===== src/c6502_ram.sv =====
`timescale 1ns / 1ps
// ----------------------------------------------------------------------------
// c6502_ram
// single-port synchronous ram with registered read
// ----------------------------------------------------------------------------
module c6502_ram #(
  parameter int unsigned Width = 8,
  parameter int unsigned Depth = 256
) (
  input  logic                     clk_i,
  input  logic                     we_i,
  input  logic [$clog2(Depth)-1:0] addr_i,
  input  logic [Width-1:0]         wdata_i,
  output logic [Width-1:0]         rdata_o
);

  logic [Width-1:0] mem_q [Depth];

  always_ff @(posedge clk_i) begin
    if (we_i) begin
      mem_q[addr_i] <= wdata_i;
    end
    rdata_o <= mem_q[addr_i];
  end

endmodule


===== config.mk =====
export PLATFORM = sky130hd
export DESIGN_NAME = c6502_ram
export DESIGN_NICKNAME = d
export VERILOG_FILES = /design/src/c6502_ram.sv
export SDC_FILE = /design/constraint.sdc
export NUM_CORES = 2
export LEC_CHECK = 0
export ABC_CLOCK_PERIOD_IN_PS = 2730
export BUFFER_PORTS_ARGS = -buffer_cell sky130_fd_sc_hd__buf_2
export CORE_MARGIN = 2
export CORE_UTILIZATION = 57
export CTS_CLUSTER_SIZE = 40
export DETAILED_ROUTE_END_ITERATION = 8
export PLACE_DENSITY = 0.73
export SLEW_MARGIN = 20
export SYNTH_ARGS = -nofsm -noshare
export SYNTH_HDL_FRONTEND = slang
export SYNTH_SLANG_ARGS = --single-unit

===== constraint.sdc =====
create_clock -name clk_i -period 2.73 [get_ports clk_i]
set_clock_uncertainty 0.05 [all_clocks]
set_input_delay 0.1365 -clock clk_i [delete_from_list [all_inputs] [get_ports clk_i]]
set_output_delay 0.1365 -clock clk_i [all_outputs]
set_load 0.1 [all_outputs]

==> impl_results.md <==
* Sw frac at 21.07%
* Arrival time at the worst endpoint at between 3 and 4 ns
* PwrDens at a little over 700 nW/um2
* Period utilization at 96.69%
* Syn_nets at 3565
* Setup slack at placement at -0.5225 ns
* Worst vdd ir at about 570 uV
* Worst reg2reg endpoint: rdata_o[5]
* Worst setup SP type: flop
* Number of global-route vias before repair at between 30000 and 40000
* Crit end category: flop
* Number of CTS-inserted buffers at 194
* Relative slew slack at slightly below 50%
* Critical R2R Launch: mem_q[56][5]
* Fillers at 8415
* CP required at approximately 3.4 ns
* CP Launch Point: mem_q[56][5]
* Post-route setup slack at 0.09046 ns
* Die W at 375.1 um
* Int Power at 0.05057 W
* Setup TNS at 0 ns
* CTS Root Cell: clkbuf_16
* Crit path depth at 6
* Area Growth Syn to Fin at 16.01%
* Vias/cell at 6.547
* RSZ-0062 raised after global routing: false
* Critical path start-end classification: reg -> reg
* Final #Nets at 4098
* Worst-case reg-to-reg path depth at 6
* Initial antenna violation count at 12
* CTS tree: built
* CP Max Fanout at 1
* Core ar. at 137200 um2
* Overall Global Routing Usage at 26.95%
* Finish-stage setup viols at 0
* H-tree Lvls at 4
* R2R setup slack at 0.09 ns
* Max-cap violations at 0
* First-pass iteration count of the detailed router at 6
* Share of layout cells above drive strength 1 at 31.66%
* Sequential power share at 54.4%
* Slew Limit Fails at 0
* Post-DP HPWL at 115400 um
* Initial core utilization at 57.23%
* # IOs at 26
* Mapped cell area at approximately 78000 um2
* Critical Path Slowest Stage Cell: o41ai_1
* Switching pwr at 0.01350 W
* Total setup buffers inserted after CTS at 0
* Clk sinks at 2056
* First-pass GRT wire length at 272900 um
* 1st-iter DRT viols at approximately 5800
* Skew-Pair Late Insertion Delay at 0.85 ns
* I/O Buffers at 25
* Post-route ant nets at 0
* Leak at 28.86 nW
* CP Capture Point: rdata_o[5]
* RD Place Congestion at 0.8911
* FMAX at 378.9 MHz
* Syn avg cell area at between 20 and 25 um2
* FP Rows at 136
* Area of the die at 140700 um2
* Unique cell type count in the Yosys netlist at 22
* Hold Path Class: in -> reg
* CTS Buffer Depth at 3
* # DRC at 0
* Post-Route WL at 186700 um
* Synth warnings at 0
* Sequential area share after synthesis at 78.55%
* Via count at about 39000
* Height of the die at 375.1 um
* Largest stage delay, worst path at about 0.75 ns
* CP delay by family, top: compound AO/OA/AOI/OAI gates
* Finished Core Util at 66.39%
* Least-Margin Pin Slew at 0.7615 ns
* FF+latch count, synth at 2056
* Reg clk slew, reported paths at 0.06 ns
* Global-route congestion overflow total at 0
* Worst-path cell chain: mux4_2 > a22oi_1 > a21oi_1 > o41ai_1 > buf_4 > nand4_1
* Gate power share at 5.1%
* Drt wl/cell at around 31 um
* Final hold vios at 0
* Cells after Synth at 3547
* Status: finished clean
* Worst path bufs/invs at 1
* Pin count of the biggest net entering global routing at 100
* Clock network fraction of total power at 40.5%
* Period minus WS final at 2.640 ns
-- stage by stage --
step	cell area [um2]	hold slack (ns)	total power [W]	cells
after floorplan	78490	0.1854	0.03717	3547
after global placement	84790	0.5745	0.03871	5667
after detailed placement	84790	0.5819	0.03877	5667
after CTS	91030	0.02175	0.06441	6029
after global routing	91060	0.09111	0.06576	6029
final	91060	0.09561	0.06406	6030
-- registers in the layout, summed over array words and instances, names as in the netlist --
signal and cells:
rdata_o 8, mem_q 2048
-- worst reg2reg max path: cells and delay by family (launching register included) --
family                 cells  cell delay (ns)
multiplexers               1             0.51
buffers and inverters      1             0.23
AND/OR/NAND/NOR            1             0.12
flip-flops                 1             0.36
AO/OA/AOI/OAI              3             1.21
-- cells in the mapped netlist --
library cell / n / area (um2)
or3_1: 1 / 6.260
nand2_1: 28 / 105.1
dfxtp_1: 8 / 160.2
nor3_1: 30 / 150.1
a22oi_1: 256 / 1922
o41ai_1: 32 / 280.3
clkbuf_1: 145 / 544.3
nor2b_1: 7 / 43.79
mux4_2: 512 / 11530
nand3_1: 13 / 65.06
inv_1: 1 / 3.750
nor2_1: 232 / 870.8
and2_1: 3 / 18.77
a21oi_1: 128 / 640.6
edfxtp_1: 2048 / 61500
buf_4: 16 / 120.1
nand2b_1: 6 / 37.54
or2_2: 2 / 12.51
nand4_1: 8 / 50.05
buf_6: 16 / 180.2
buf_2: 36 / 180.2
buf_1: 19 / 71.32
-- layout by cell type, fill, tap and decap left out, drive strengths merged --
master / n
clkinvlp: 2
nand2b: 6
buf: 550
a21oi: 128
and2: 3
dfxtp: 8
nor2b: 7
mux4: 512
clkbuf: 258
dlygate4sd3: 11
nor3: 30
bufinv: 13
o41ai: 32
nand4: 8
nand3: 13
nand2: 28
a22oi: 256
diode: 1
nor2: 232
or3: 1
inv: 8
edfxtp: 2048
or2: 2
clkinv: 79
-- area by class of cell --
type	count	area, um2	share of cell area [%]
Antenna cell	1	2.502	0.002748
Sequential cell	2056	61660	67.71
Clock buffer	250	5137	5.642
Timing Repair Buffer	569	5215	5.727
Tap cell	1794	2245	2.465
Clock inverter	101	974.7	1.070
Inverter	1	3.754	0.004122
Multi-Input combinational cell	1258	15820	17.38
-- power by group through the flow --
stage	combinational, W	sequential (W)	clock (W)
6_report	0.00329	0.0348	0.0259
5_1_grt	0.00346	0.0348	0.0275
3_3_place_gp	0.00320	0.0355	0
2_1_floorplan	0.00155	0.0356	0
3_5_place_dp	0.00326	0.0355	0
4_1_cts	0.00329	0.0348	0.0263
-- worst min-delay path by stage --
stage                          to  slack [ns]  cells after the start       start
floorplan             mem_q[0][0]        0.19                      0  wdata_i[0]
global placement     mem_q[91][2]        0.57                      1  wdata_i[2]
detailed placement  mem_q[188][1]        0.58                      1  wdata_i[1]
CTS                 mem_q[205][5]        0.02                      3   addr_i[2]
global route        mem_q[205][5]        0.09                      3   addr_i[2]
finish              mem_q[205][5]         0.1                      3   addr_i[2]
-- per-layer routing --
metal / part of all wire (%) / wire (um) / GRT usage, %
met1: 38 / 70840 / 37.89
met4: 3.1 / 5837 / 8.449
met2: 49 / 91120 / 42.74
met3: 10 / 18710 / 6.136
met5: 0.10 / 188 / 0.3087
-- timing repair --
action                                 4_1_cts  5_1_grt
gates resized for setup                      2        3
endpoints found under the hold margin      549        0
setup endpoints to repair                    2        3
hold buffers                                11        0
-- cell families (layout without fill, tap and decap cells) --
family | after synthesis | in the layout | synth area share [%]
DFF | 2056 | 2056 | 78.55
muxes | 512 | 512 | 14.69
AOI/OAI and AO/OA | 416 | 416 | 3.622
and+or+nand+nor | 330 | 330 | 1.733
buffers and inverters | 233 | 921 | 1.401
other | 0 | 1 | 0
Note: power is estimated with default switching activity, not from simulation.
